--- config.mk ---
export PLATFORM = sky130hd
export DESIGN_NAME = relative_timer_queue
export DESIGN_NICKNAME = d
export VERILOG_FILES = /design/src/sv/rtq_pkg.sv /design/src/sv/relative_timer_queue.sv /design/src/sv/rtq_ram.sv /design/src/sv/rtq_ctrl.sv /design/src/sv/rtq_dp.sv
export SDC_FILE = /design/constraint.sdc
export NUM_CORES = 2
export LEC_CHECK = 0
export CAP_MARGIN = 20
export CORE_UTILIZATION = 40
export CTS_CLUSTER_SIZE = 14
export DETAILED_ROUTE_END_ITERATION = 10
export DONT_BUFFER_PORTS = 1
export HOLD_SLACK_MARGIN = 0.12
export PLACE_DENSITY = 0.65
export SLEW_MARGIN = 20
export SYNTH_ARGS = -nofsm -noshare
export SYNTH_HDL_FRONTEND = slang
export SYNTH_SLANG_ARGS = --single-unit
--- constraint.sdc ---
create_clock -name i_clk -period 10.11 [get_ports i_clk]
set_input_delay 2.022 -clock i_clk [delete_from_list [all_inputs] [get_ports i_clk]]
set_output_delay 2.022 -clock i_clk [all_outputs]
set_load 0.01 [all_outputs]
--- src/sv/rtq_pkg.sv ---
// ----------------------------------------------------------------------------
// rtq_pkg
// Shared types and constants for the relative timer queue.
// ----------------------------------------------------------------------------
package rtq_pkg;

    localparam int SEC_W   = 32;
    localparam int USEC_W  = 20;
    localparam int ID_W    = 8;
    localparam int ENTRY_W = SEC_W + USEC_W + SEC_W + ID_W;

    typedef enum logic [3:0] {
        ST_IDLE,
        ST_DECODE,
        ST_POP,
        ST_INS,
        ST_SCAN,
        ST_PLACE0,
        ST_FINISH,
        ST_OUT
    } t_state;

    typedef enum logic [1:0] {
        RD_FRONT,
        RD_LAST,
        RD_BELOW
    } t_rd_sel;

    typedef enum logic [1:0] {
        WR_NONE,
        WR_SHIFT,
        WR_NEW_ABOVE,
        WR_NEW_AT0
    } t_wr_sel;

    typedef struct packed {
        logic    load_item;
        logic    set_full;
        logic    pop;
        logic    cnt_inc;
        logic    k_init;
        logic    k_dec;
        logic    res_load;
        t_rd_sel rd_sel;
        t_wr_sel wr_sel;
    } t_dp_cmd;

    typedef struct packed {
        logic cnt_zero;
        logic cnt_full;
        logic it_expire;
        logic rd_per_zero;
        logic scan_stop;
        logic k_zero;
        logic out_free;
    } t_dp_sts;

endpackage

--- src/sv/relative_timer_queue.sv ---
// ----------------------------------------------------------------------------
// relative_timer_queue
// Sorted queue of relative timers with add, expire and periodic reload.
// A refused add or an expire on an empty queue goes straight to the result;
// an add or a periodic reload into a non-empty queue runs the slot scan,
// which moves one entry per cycle until the slot is found.
// One word in flight; the next is taken the cycle after the result loads.
// Reset empties the queue at once.
// ----------------------------------------------------------------------------
module relative_timer_queue #(
    parameter int QUEUE_DEPTH = 16
) (
    input  logic                       i_clk,
    input  logic                       i_rst_n,
    input  logic                       i_valid,
    output logic                       o_ready,
    input  logic                       i_cmd,
    input  logic [rtq_pkg::SEC_W-1:0]  i_delay_sec,
    input  logic [rtq_pkg::USEC_W-1:0] i_delay_usec,
    input  logic [rtq_pkg::SEC_W-1:0]  i_period_sec,
    input  logic [rtq_pkg::ID_W-1:0]   i_timer_id,
    output logic                       o_valid,
    input  logic                       i_ready,
    output logic                       o_fired,
    output logic [rtq_pkg::ID_W-1:0]   o_fired_id,
    output logic [rtq_pkg::SEC_W-1:0]  o_next_sec,
    output logic [rtq_pkg::USEC_W-1:0] o_next_usec,
    output logic                       o_queue_empty,
    output logic                       o_queue_full
);
    import rtq_pkg::*;

    t_dp_cmd dp_cmd;
    t_dp_sts dp_sts;

    rtq_ctrl u_ctrl (
        .i_clk      (i_clk),
        .i_rst_n    (i_rst_n),
        .i_in_valid (i_valid),
        .o_in_ready (o_ready),
        .i_sts      (dp_sts),
        .o_cmd      (dp_cmd)
    );

    rtq_dp #(
        .QUEUE_DEPTH (QUEUE_DEPTH)
    ) u_dp (
        .i_clk         (i_clk),
        .i_rst_n       (i_rst_n),
        .i_cmd         (dp_cmd),
        .o_sts         (dp_sts),
        .i_cmd_bit     (i_cmd),
        .i_delay_sec   (i_delay_sec),
        .i_delay_usec  (i_delay_usec),
        .i_period_sec  (i_period_sec),
        .i_timer_id    (i_timer_id),
        .o_valid       (o_valid),
        .i_ready       (i_ready),
        .o_fired       (o_fired),
        .o_fired_id    (o_fired_id),
        .o_next_sec    (o_next_sec),
        .o_next_usec   (o_next_usec),
        .o_queue_empty (o_queue_empty),
        .o_queue_full  (o_queue_full)
    );

endmodule

--- src/sv/rtq_ram.sv ---
// ----------------------------------------------------------------------------
// rtq_ram
// Simple dual-port RAM: one write port, one read port with registered data.
// ----------------------------------------------------------------------------
module rtq_ram #(
    parameter int WIDTH = 8,
    parameter int DEPTH = 16
) (
    input  logic                     i_clk,
    input  logic                     i_wr_en,
    input  logic [$clog2(DEPTH)-1:0] i_wr_addr,
    input  logic [WIDTH-1:0]         i_wr_data,
    input  logic [$clog2(DEPTH)-1:0] i_rd_addr,
    output logic [WIDTH-1:0]         o_rd_data
);

    logic [WIDTH-1:0] r_mem [DEPTH];
    logic [WIDTH-1:0] r_rd_data;

    always_ff @(posedge i_clk) begin
        if (i_wr_en) begin
            r_mem[i_wr_addr] <= i_wr_data;
        end
        r_rd_data <= r_mem[i_rd_addr];
    end

    assign o_rd_data = r_rd_data;

endmodule

--- src/sv/rtq_ctrl.sv ---
// ----------------------------------------------------------------------------
// rtq_ctrl
// Sequencer for add, expire, sorted insert scan and result hand-off.
// ----------------------------------------------------------------------------
module rtq_ctrl (
    input  logic             i_clk,
    input  logic             i_rst_n,
    input  logic             i_in_valid,
    output logic             o_in_ready,
    input  rtq_pkg::t_dp_sts i_sts,
    output rtq_pkg::t_dp_cmd o_cmd
);
    import rtq_pkg::*;

    t_state r_state;
    t_state n_state;

    always_ff @(posedge i_clk) begin
        if (!i_rst_n) begin
            r_state <= ST_IDLE;
        end else begin
            r_state <= n_state;
        end
    end

    always_comb begin
        n_state = r_state;
        unique case (r_state)
            ST_IDLE: begin
                if (i_in_valid) begin
                    n_state = ST_DECODE;
                end
            end
            ST_DECODE: begin
                if (i_sts.it_expire) begin
                    n_state = i_sts.cnt_zero ? ST_FINISH : ST_POP;
                end else begin
                    n_state = i_sts.cnt_full ? ST_FINISH : ST_INS;
                end
            end
            ST_POP: begin
                n_state = i_sts.rd_per_zero ? ST_FINISH : ST_INS;
            end
            ST_INS: begin
                n_state = i_sts.cnt_zero ? ST_FINISH : ST_SCAN;
            end
            ST_SCAN: begin
                if (i_sts.scan_stop) begin
                    n_state = ST_FINISH;
                end else if (i_sts.k_zero) begin
                    n_state = ST_PLACE0;
                end
            end
            ST_PLACE0: n_state = ST_FINISH;
            ST_FINISH: n_state = ST_OUT;
            ST_OUT: begin
                if (i_sts.out_free) begin
                    n_state = ST_IDLE;
                end
            end
            default: n_state = ST_IDLE;
        endcase
    end

    always_comb begin
        o_cmd      = '0;
        o_cmd.rd_sel = RD_FRONT;
        o_cmd.wr_sel = WR_NONE;
        o_in_ready = 1'b0;
        unique case (r_state)
            ST_IDLE: begin
                o_in_ready      = 1'b1;
                o_cmd.load_item = i_in_valid;
            end
            ST_DECODE: begin
                o_cmd.set_full = !i_sts.it_expire && i_sts.cnt_full;
            end
            ST_POP: begin
                o_cmd.pop = 1'b1;
            end
            ST_INS: begin
                if (i_sts.cnt_zero) begin
                    o_cmd.wr_sel  = WR_NEW_AT0;
                    o_cmd.cnt_inc = 1'b1;
                end else begin
                    o_cmd.k_init = 1'b1;
                    o_cmd.rd_sel = RD_LAST;
                end
            end
            ST_SCAN: begin
                if (i_sts.scan_stop) begin
                    o_cmd.wr_sel  = WR_NEW_ABOVE;
                    o_cmd.cnt_inc = 1'b1;
                end else begin
                    o_cmd.wr_sel = WR_SHIFT;
                    if (!i_sts.k_zero) begin
                        o_cmd.k_dec  = 1'b1;
                        o_cmd.rd_sel = RD_BELOW;
                    end
                end
            end
            ST_PLACE0: begin
                o_cmd.wr_sel  = WR_NEW_AT0;
                o_cmd.cnt_inc = 1'b1;
            end
            ST_FINISH: begin
            end
            ST_OUT: begin
                o_cmd.res_load = i_sts.out_free;
            end
            default: begin
            end
        endcase
    end

endmodule

--- src/sv/rtq_dp.sv ---
// ----------------------------------------------------------------------------
// rtq_dp
// Timer queue datapath: circular slot store with a running seconds offset,
// scan compare, pop and result registers.
// ----------------------------------------------------------------------------
module rtq_dp #(
    parameter int QUEUE_DEPTH = 16
) (
    input  logic                       i_clk,
    input  logic                       i_rst_n,
    input  rtq_pkg::t_dp_cmd           i_cmd,
    output rtq_pkg::t_dp_sts           o_sts,
    input  logic                       i_cmd_bit,
    input  logic [rtq_pkg::SEC_W-1:0]  i_delay_sec,
    input  logic [rtq_pkg::USEC_W-1:0] i_delay_usec,
    input  logic [rtq_pkg::SEC_W-1:0]  i_period_sec,
    input  logic [rtq_pkg::ID_W-1:0]   i_timer_id,
    output logic                       o_valid,
    input  logic                       i_ready,
    output logic                       o_fired,
    output logic [rtq_pkg::ID_W-1:0]   o_fired_id,
    output logic [rtq_pkg::SEC_W-1:0]  o_next_sec,
    output logic [rtq_pkg::USEC_W-1:0] o_next_usec,
    output logic                       o_queue_empty,
    output logic                       o_queue_full
);
    import rtq_pkg::*;

    localparam int AW = $clog2(QUEUE_DEPTH);
    localparam int CW = $clog2(QUEUE_DEPTH + 1);

    // logical slot -> RAM address, wrapping around the head
    function automatic logic [AW-1:0] f_phys(input logic [AW-1:0] head,
                                             input logic [AW:0]   lg);
        logic [AW:0] sum;
        sum = {1'b0, head} + lg;
        if (sum >= (AW+1)'(QUEUE_DEPTH)) begin
            sum = sum - (AW+1)'(QUEUE_DEPTH);
        end
        return sum[AW-1:0];
    endfunction

    logic [AW-1:0]     r_head;
    logic [CW-1:0]     r_count;
    logic [SEC_W-1:0]  r_off;
    logic [AW-1:0]     r_k;
    logic              r_it_expire;
    logic [SEC_W-1:0]  r_it_sec;
    logic [USEC_W-1:0] r_it_usec;
    logic [SEC_W-1:0]  r_it_per;
    logic [ID_W-1:0]   r_it_id;
    logic              r_fired;
    logic [ID_W-1:0]   r_fid;
    logic              r_full;
    logic              r_out_valid;
    logic              r_out_fired;
    logic [ID_W-1:0]   r_out_fid;
    logic [SEC_W-1:0]  r_out_sec;
    logic [USEC_W-1:0] r_out_usec;
    logic              r_out_empty;
    logic              r_out_full;

    logic [ENTRY_W-1:0] rd_data;
    logic [ENTRY_W-1:0] wr_data;
    logic [AW-1:0]      rd_addr;
    logic [AW-1:0]      wr_addr;
    logic               wr_en;
    logic [SEC_W-1:0]   rd_sec;
    logic [USEC_W-1:0]  rd_usec;
    logic [SEC_W-1:0]   rd_per;
    logic [ID_W-1:0]    rd_id;
    logic [SEC_W-1:0]   rd_rel;
    logic [AW:0]        last_lg;
    logic [AW:0]        above_lg;
    logic [AW-1:0]      head_inc;
    logic               out_free;

    assign {rd_sec, rd_usec, rd_per, rd_id} = rd_data;
    assign rd_rel   = rd_sec - r_off;
    assign last_lg  = (AW+1)'(r_count - CW'(1));
    assign above_lg = {1'b0, r_k} + (AW+1)'(1);
    assign head_inc = f_phys(r_head, (AW+1)'(1));
    assign out_free = !r_out_valid || i_ready;

    always_comb begin
        unique case (i_cmd.rd_sel)
            RD_LAST:  rd_addr = f_phys(r_head, last_lg);
            RD_BELOW: rd_addr = f_phys(r_head, (AW+1)'(r_k) - (AW+1)'(1));
            default:  rd_addr = r_head;
        endcase
    end

    always_comb begin
        wr_en   = 1'b1;
        wr_addr = f_phys(r_head, above_lg);
        wr_data = {r_it_sec + r_off, r_it_usec, r_it_per, r_it_id};
        unique case (i_cmd.wr_sel)
            WR_SHIFT:     wr_data = rd_data;
            WR_NEW_ABOVE: begin
            end
            WR_NEW_AT0:   wr_addr = r_head;
            default:      wr_en = 1'b0;
        endcase
    end

    rtq_ram #(
        .WIDTH (ENTRY_W),
        .DEPTH (QUEUE_DEPTH)
    ) u_ram (
        .i_clk     (i_clk),
        .i_wr_en   (wr_en),
        .i_wr_addr (wr_addr),
        .i_wr_data (wr_data),
        .i_rd_addr (rd_addr),
        .o_rd_data (rd_data)
    );

    always_ff @(posedge i_clk) begin
        if (!i_rst_n) begin
            r_head      <= '0;
            r_count     <= '0;
            r_off       <= '0;
            r_out_valid <= 1'b0;
        end else begin
            if (i_cmd.pop) begin
                r_head  <= head_inc;
                r_count <= r_count - CW'(1);
                r_off   <= rd_sec;
            end else if (i_cmd.cnt_inc) begin
                r_count <= r_count + CW'(1);
            end
            if (i_cmd.res_load) begin
                r_out_valid <= 1'b1;
            end else if (i_ready) begin
                r_out_valid <= 1'b0;
            end
        end
    end

    always_ff @(posedge i_clk) begin
        if (i_cmd.k_init) begin
            r_k <= last_lg[AW-1:0];
        end else if (i_cmd.k_dec) begin
            r_k <= r_k - AW'(1);
        end
        if (i_cmd.load_item) begin
            r_it_expire <= i_cmd_bit;
            r_it_sec    <= i_delay_sec;
            r_it_usec   <= i_delay_usec;
            r_it_per    <= i_period_sec;
            r_it_id     <= i_timer_id;
            r_fired     <= 1'b0;
            r_fid       <= '0;
            r_full      <= 1'b0;
        end else if (i_cmd.pop) begin
            // reload entry: seconds take the period
            r_it_sec  <= rd_per;
            r_it_usec <= rd_usec;
            r_it_per  <= rd_per;
            r_it_id   <= rd_id;
            r_fired   <= 1'b1;
            r_fid     <= rd_id;
        end else if (i_cmd.set_full) begin
            r_full <= 1'b1;
        end
        if (i_cmd.res_load) begin
            r_out_fired <= r_fired;
            r_out_fid   <= r_fid;
            r_out_full  <= r_full;
            r_out_empty <= (r_count == '0);
            r_out_sec   <= (r_count == '0) ? '0 : rd_rel;
            r_out_usec  <= (r_count == '0) ? '0 : rd_usec;
        end
    end

    always_comb begin
        o_sts.cnt_zero    = (r_count == '0);
        o_sts.cnt_full    = (r_count == CW'(QUEUE_DEPTH));
        o_sts.it_expire   = r_it_expire;
        o_sts.rd_per_zero = (rd_per == '0);
        o_sts.scan_stop   = (rd_rel < r_it_sec) ||
                            ((rd_rel == r_it_sec) && (rd_usec <= r_it_usec));
        o_sts.k_zero      = (r_k == '0);
        o_sts.out_free    = out_free;
    end

    assign o_valid       = r_out_valid;
    assign o_fired       = r_out_fired;
    assign o_fired_id    = r_out_fid;
    assign o_next_sec    = r_out_sec;
    assign o_next_usec   = r_out_usec;
    assign o_queue_empty = r_out_empty;
    assign o_queue_full  = r_out_full;

endmodule
Word level (Yosys, flattened, before mapping)
Memory sizes are Yosys's and may differ from the RTL's. A register that Yosys moved wholly into a read port is not among the register bits.
Cells that the tools add are included.

cells by class
  order comparisons = 6
  multiplexer cells = 53
  eq/ne operators = 17
  reduce and logical (&&, ||, !) cells = 17
  bitwise gates (word level) = 1
  add/sub/neg operators = 15

operators by type and width
  operator                                                   number
  two-way mux 32 bit                                         3
  two-way mux 92 bit                                         1
  two-way mux 4 bit                                          12
  two-way mux 20 bit                                         2
  adder 32 bit                                               1
  == test 32 bit                                             1
  logical NOT 32 bit                                         1
  less-than comparator 32 bit                                1
  one-hot mux 4 bit (8 select lines)                         1
  subtractor 32 bit                                          1
  greater-or-equal comparator 5 bit (second input constant)  4
  less-or-equal comparator 20 bit                            1
  subtractor 4 x 1 -> 4 bit (second input constant)          5
  two-way mux 1 bit                                          18
  == test 4 x 3 -> 1 bit (second input constant)             4
  two-way mux 8 bit                                          2
  adder 4 x 5 -> 5 bit                                       3
  adder 4 x 1 -> 5 bit (second input constant)               2
  two-way mux 2 bit                                          5
  two-way mux 5 bit                                          2
  two-way mux 3 bit                                          3
  == test 4 x 2 -> 1 bit (second input constant)             2
  logical NOT 4 bit                                          2
  one-hot mux 4 bit (2 select lines)                         1
  other kinds (22)                                           31

word-level totals
  flip-flop bits (word level) = 216
  input bits = 97
  output and inout bits = 65
  memories kept = 1
  logic and storage cells = 130
  RAM bits = 1472

memory list
  name              words  bits a word  rd ports  clocked after Yosys merged registers in  write ports  RTL line       text
  u_dp.u_ram.r_mem  16     92           1         1                                        1            rtq_ram.sv:17  logic [WIDTH-1:0] r_mem [DEPTH];

Longest topological paths before layout
  depth after elaboration = 11
  mapped depth = 32

Cells and area by module
Synthesis repeated with hierarchy kept, for this count alone.

unflattened totals
  cells, all modules = 4036
  area total of the unflattened synthesis = 71762.6 um^2

by module, submodules not included
  module    area an instance (um^2)  cells each  sequential area each (um^2)  times used
  rtq_ram   56788.2                  2357        46044.2                      1
  rtq_dp    14670.3                  1634        5845.6                       1
  rtq_ctrl  304.0                    45          60.1                         1

Worst setup path after synthesis
OpenSTA, ideal clock, no wires.

  path type = register to register
  start = register u_dp.r_count[0]
  end = memory u_dp.u_ram.r_mem[13][0] (netlist bit) (enable)
  buffers on the path = 1
  data arrival time = 8346 ps
  clock period less this slack = 9002 ps
  cell stages (with the launch flop) = 12
  slack = 1108 ps
  data required time = 9455 ps
  cells stage by stage = dfxtp_1 > inv_1 > ha_1 > nor3b_1 > nor2b_1 > nand2_1 > mux2i_1 > and2_1 > clkbuf_1 > nor2_1 > a21o_1 > nor3_1

on the way
  longest elaborated chain between the ends = 8
  elaborated cells between the ends (all ways) = 11
  those cells by class = eq/ne: 3; mux: 6; reduce/logical: 2

RTL lines
  element                                                         RTL line        text
  start: declaration                                              rtq_dp.sv:44    logic [CW-1:0] r_count;
  start signal: assignment                                        rtq_dp.sv:127   r_count <= r_count - CW'(1);
  start signal: assignment                                        rtq_dp.sv:130   r_count <= r_count + CW'(1);
  logical NOT 5 bit (*)                                           rtq_dp.sv:177   o_sts.cnt_zero = (r_count == '0);
  two-way mux 2 bit (*)                                           rtq_ctrl.sv:82  if (i_sts.cnt_zero) begin
  one-hot mux 2 bit (3 select lines) (*)                          rtq_ctrl.sv:70  unique case (r_state)
  == test 2 x 1 -> 1 bit / == test 2 bit (equally long branches)  rtq_dp.sv:97    unique case (i_cmd.wr_sel)
  OR reduction 3 bit (no line)                                    --
  two-way mux 1 bit                                               rtq_dp.sv:97
  two-way mux 1 bit                                               rtq_ram.sv:21   if (i_wr_en) begin
  two-way mux 1 bit (implied by the code)                         rtq_ram.sv:22   r_mem[i_wr_addr] <= i_wr_data;
  end: declaration                                                rtq_ram.sv:17

Every way passes the cells marked *; elsewhere a longest branch is shown, timed or not.

Worst setup path in the final report
  start = register u_dp.u_ram.r_rd_data[60] (netlist: u_dp.u_ram.o_rd_data[60]) (read register of u_dp.u_ram.r_mem)
  end = register u_dp.u_ram.r_rd_data[1] (netlist: u_dp.u_ram.o_rd_data[1]) (read register of u_dp.u_ram.r_mem)

on the way
  longest elaborated chain between the ends = 8
  elaborated cells between the ends (all ways) = 10
  those cells by class = add/sub: 1; order compare: 1; eq/ne: 3; mux: 3; reduce/logical: 2

RTL lines
  element                                                              RTL line        text
  start: declaration                                                   rtq_ram.sv:18   logic [WIDTH-1:0] r_rd_data;
  subtractor 32 bit (*)                                                rtq_dp.sv:79    assign rd_rel = rd_sec - r_off;
  net u_dp.rd_rel[30]                                                  rtq_dp.sv:72    logic [SEC_W-1:0] rd_rel;
  branches (longest 2 deep; another with less-than comparator 32 bit)  --
  logical OR 1 bit (*)                                                 rtq_dp.sv:181   o_sts.scan_stop = (rd_rel < r_it_sec) ||
  two-way mux 2 bit (*)                                                rtq_ctrl.sv:91  if (i_sts.scan_stop) begin
  one-hot mux 2 bit (2 select lines) (*)                               rtq_ctrl.sv:70
  == test 2 bit / == test 2 x 1 -> 1 bit (equally long branches)       rtq_dp.sv:86    unique case (i_cmd.rd_sel)
  one-hot mux 4 bit (2 select lines) (*)                               rtq_dp.sv:86

Mark *: on every way through the listed nets, which the timed path passes.
A chain may end at the register's enable or synchronous reset.

==> impl_results.md <==
* Path type of the worst setup path: reg2reg
* Worst R2R End: u_dp.u_ram.o_rd_data[1]$_DFF_P_
* Chip Height at 427 µm
* Largest delay share family, worst path: compound AO/OA/AOI/OAI gates
* Iteration-0 DRC Markers at 3880
* Clock buffers created by TritonCTS at 176
* Crit share post-route at between 80 and 90%
* Sum of net half-perimeters after detailed placement at 101000 µm
* Area contributors post-synth: sky130_fd_sc_hd__edfxtp_1 68%, sky130_fd_sc_hd__mux4_2 11%, sky130_fd_sc_hd__dfxtp_1 4.1%
* Flip-flop and latch count after synthesis at between 1500 and 2000
* Launching element type of the critical path: flip-flop
* Number of iterations in the first detailed-routing pass at 6
* I/O Buffers at 0
* Count of boundary I/O pins at 162
* Worst slew margin relative to its limit at 19.4%
* Crit path capture type: flip-flop
* Die outline width at 427 µm
* Reg2reg start: u_dp.u_ram.o_rd_data[60]$_DFF_P_
* Num Clock Sinks at 1779
* Max Fclk at 0.115 GHz
* Maximum fanout along the worst path at 51
* Worst Max-Slew Pin Slew at roughly 1.2 ns
* Synth async-reset ratio at 0%
* Number of nets with antenna violations after detailed routing at 0
* Synth warn at 0
* CTS tree: done
* GRT Util Overall at about a fifth
* Unrepaired setup endpoints after global routing: false
* Via count at 38924
* Slowest cell on crit path: sky130_fd_sc_hd__or4_1
* Hold EP: u_dp.o_fired_id[2]$_DFFE_PP_
* Worst voltage drop across the vdd grid at between 0.15 and 0.2 mV
* Longest individual stage delay on the worst path at 0.63 ns
* Standard cell core area at 0.179 mm²
* Power Dens Cells at 320 mW/mm²
* Number of enable-type register cells in the synthesized netlist at about 1600
* Maximum number of pins on one net before global-route repair at 143
* Synth Flop Type: sky130_fd_sc_hd__edfxtp_1
* Synth cell types at 77
* Reg clk slew, reported paths at approximately 0.060 ns
* GRT overflow at 0
* Start point of the worst min-delay path: u_dp.r_fid[2]$_SDFFE_PP0P_
* Maximum buffer depth of the clock tree at 3
* Number of antenna violations at the first check in global routing at 9
* MaxCap Viol Count at 0
* R2r setup slk at 1.40 ns
* Yosys top cell area share at 67.9%
* Final weighted congestion in routability-driven placement at 0.888
* Drt total wl at 182000 µm
* Finished layout cell area at 0.0814 mm²
* Setup Viol. Count Final at 0
* WL per Instance at 26.6 µm
* Worst endpoint required time at 10.77 ns
* Cell count of the worst reg-to-reg path at 29
* Arrival @ worst endpoint at 9.36 ns
* Avg Synthesized Cell Area at around 17 µm²
* Hold_buf cts at 0
* Sequential share of the synthesized area at 71.9%
* Number of cells on the critical path at 29
* Global-route wire length before repair at about 260000 µm
* Placed standard-cell area at 0.0757 mm²
* Total buffers and inverters traversed by the critical path at 5
* Sum of negative setup slack at 0 ns
* Setup bufs post-CTS at 0
* Final-report hold violation count at 0
* Starting Density at 40.4%
* Fraction of final layout cells with drive strength greater than 1 at 18.7%
* Max Transition Viols Final at 0
* Post-route minimum period at 8.71 ns
* Post-synth top area cell: sky130_fd_sc_hd__edfxtp_1
* Total number of placement rows at ~160
* Gate count of the mapped netlist at 4218
* Total Nets Final at roughly 4500
* Static leakage at 26.8 nW
* Worst hold path class: reg2reg
* Outcome: finished clean
* Vias per inst at 5.70
* H-tree Lvls at 4
* Clk root buf: sky130_fd_sc_hd__clkbuf_16
* Number of remaining DRC errors at 0
* Overall power at around 26 mW
* Vias in the first global route at 38729
* Quantity of gates resized following cts at 0
* Clock latency reported for the late side of the worst-skew pair at 0.83 ns
* Worst clock skew at between 0.04 and 0.05 ns
* Net count of the mapped netlist at about 4400
* Combined area of all synthesized cells at 0.0722 mm²
* Hold Path Cell Cnt at 0
* Die area at 0.182 mm²
* Post-route worst hold slack at 0.429 ns
* Post-synthesis to final-layout area growth at 12.8%
[final cells by class]
type,count,area [µm²]
clock inverters,78,862
multi-input cells,2115,19100
well taps,2355,2950
inverters,121,457
repair buffers,125,1200
fillers,15278,97400
diodes,1,2.50
clock buffers,253,4880
flip-flops and latches,1779,51900
[sequential cells by signal (all words and copies together) (netlist names), 3 cells and up]
register and count:
u_ctrl.r_state 3, u_dp.o_fired_id 8, u_dp.o_next_sec 32, u_dp.o_next_usec 20, u_dp.r_count 5, u_dp.r_fid 8, u_dp.r_head 4, u_dp.r_it_id 8
u_dp.r_it_per 32, u_dp.r_it_sec 32, u_dp.r_it_usec 20, u_dp.r_k 4, u_dp.r_off 32, u_dp.u_ram.o_rd_data 92, u_dp.u_ram.r_mem 1472
[stage by stage]
| stage | std cells | util (%) | setup WS, ns |
|---|---|---|---|
| 2_1_floorplan | 4218 | - | 1.11 |
| 3_3_place_gp | 6493 | 42.3 | 1.28 |
| 3_5_place_dp | 6494 | 42.3 | 1.48 |
| 4_1_cts | 6825 | 45.5 | 1.43 |
| 5_1_grt | 6827 | 45.5 | 0.836 |
| 6_report | 6827 | 45.5 | 1.40 |
[worst max path at each step]
stage / slack [ns] / from / endpoint
global placement: 1.28 / u_dp.u_ram.o_rd_data[60]$_DFF_P_ / u_dp.u_ram.o_rd_data[24]$_DFF_P_
floorplan: 1.11 / u_dp.r_count[0]$_SDFFE_PN0P_ / u_dp.u_ram.r_mem[13][0]$_DFFE_PP_
global route: 0.84 / u_dp.u_ram.o_rd_data[60]$_DFF_P_ / u_dp.u_ram.o_rd_data[78]$_DFF_P_
finish: 1.40 / u_dp.u_ram.o_rd_data[60]$_DFF_P_ / u_dp.u_ram.o_rd_data[1]$_DFF_P_
detailed placement: 1.48 / u_dp.u_ram.o_rd_data[60]$_DFF_P_ / u_dp.u_ram.o_rd_data[80]$_DFF_P_
CTS: 1.43 / u_dp.u_ram.o_rd_data[60]$_DFF_P_ / u_dp.u_ram.o_rd_data[73]$_DFF_P_
[cells in the mapped netlist, types with 9 or more instances]
master                     instances
sky130_fd_sc_hd__xnor2_1          40
sky130_fd_sc_hd__inv_1           120
sky130_fd_sc_hd__buf_1            19
sky130_fd_sc_hd__a21o_1           45
sky130_fd_sc_hd__xor2_1           27
sky130_fd_sc_hd__mux2_2           45
sky130_fd_sc_hd__nand4_1          23
sky130_fd_sc_hd__edfxtp_1       1632
sky130_fd_sc_hd__ha_1            129
sky130_fd_sc_hd__a21oi_1         122
sky130_fd_sc_hd__nand2_1         611
sky130_fd_sc_hd__nor4_1           13
sky130_fd_sc_hd__and2_1           99
sky130_fd_sc_hd__nor3b_1           9
sky130_fd_sc_hd__dfxtp_1         147
sky130_fd_sc_hd__buf_2            47
sky130_fd_sc_hd__nor2_1           50
sky130_fd_sc_hd__clkbuf_1        130
sky130_fd_sc_hd__a31oi_1         100
sky130_fd_sc_hd__nor3_1           40
sky130_fd_sc_hd__o21ai_0          78
sky130_fd_sc_hd__mux4_2          368
sky130_fd_sc_hd__nor2b_1          60
sky130_fd_sc_hd__a211oi_1        106
sky130_fd_sc_hd__nand3_1          19
sky130_fd_sc_hd__o211ai_1         13
[per-layer routing]
layer / global-route usage [%] / part of all wire (%) / vias up
met2: 31.7 / 48 / 1471
met5: 0 / 0.0072 / -
li1: - / - / 16718
met1: 27.4 / 41 / 20425
met4: 7.65 / 3.8 / 2
met3: 3.28 / 7.1 / 308
[report_power, final]
group	internal [mW]	total, mW	switching, mW
clock	3.68	6.47	2.80
combinational	3.34	8.63	5.29
sequential	10.3	10.9	0.610
[layout by cell type, fill, tap and decap left out, types with 20 or more instances in the layout]
master	count
sky130_fd_sc_hd__clkinv_1	20
sky130_fd_sc_hd__nor2b_1	58
sky130_fd_sc_hd__buf_4	105
sky130_fd_sc_hd__o21ai_0	76
sky130_fd_sc_hd__mux2_2	45
sky130_fd_sc_hd__and2_1	98
sky130_fd_sc_hd__a31oi_1	100
sky130_fd_sc_hd__dfxtp_1	147
sky130_fd_sc_hd__a21oi_1	121
sky130_fd_sc_hd__xor2_1	27
sky130_fd_sc_hd__edfxtp_1	1632
sky130_fd_sc_hd__nor3_1	24
sky130_fd_sc_hd__inv_1	119
sky130_fd_sc_hd__nor2_1	50
sky130_fd_sc_hd__clkbuf_16	177
sky130_fd_sc_hd__mux4_2	368
sky130_fd_sc_hd__a21o_1	45
sky130_fd_sc_hd__clkinv_2	23
sky130_fd_sc_hd__nand2_1	608
sky130_fd_sc_hd__ha_1	129
sky130_fd_sc_hd__clkbuf_1	59
sky130_fd_sc_hd__nand4_1	23
sky130_fd_sc_hd__xnor2_1	40
sky130_fd_sc_hd__a211oi_1	106
[logic make-up (layout without fill, tap and decap cells)]
logic type               Yosys count  after routing  share of synthesized area (%)
XOR/XNOR                          67             67                          0.813
AND/OR/NAND/NOR                  966            966                           6.05
AO/OA/AOI/OAI                    531            531                           4.77
flip-flops                      1779           1779                           71.9
buffers and inverters            324            577                           1.83
adder cells (fa/ha/maj)          134            134                           2.37
other                              0              1                              0
multiplexers                     417            417                           12.2
No activity file was read; power rests on OpenSTA's default activity.
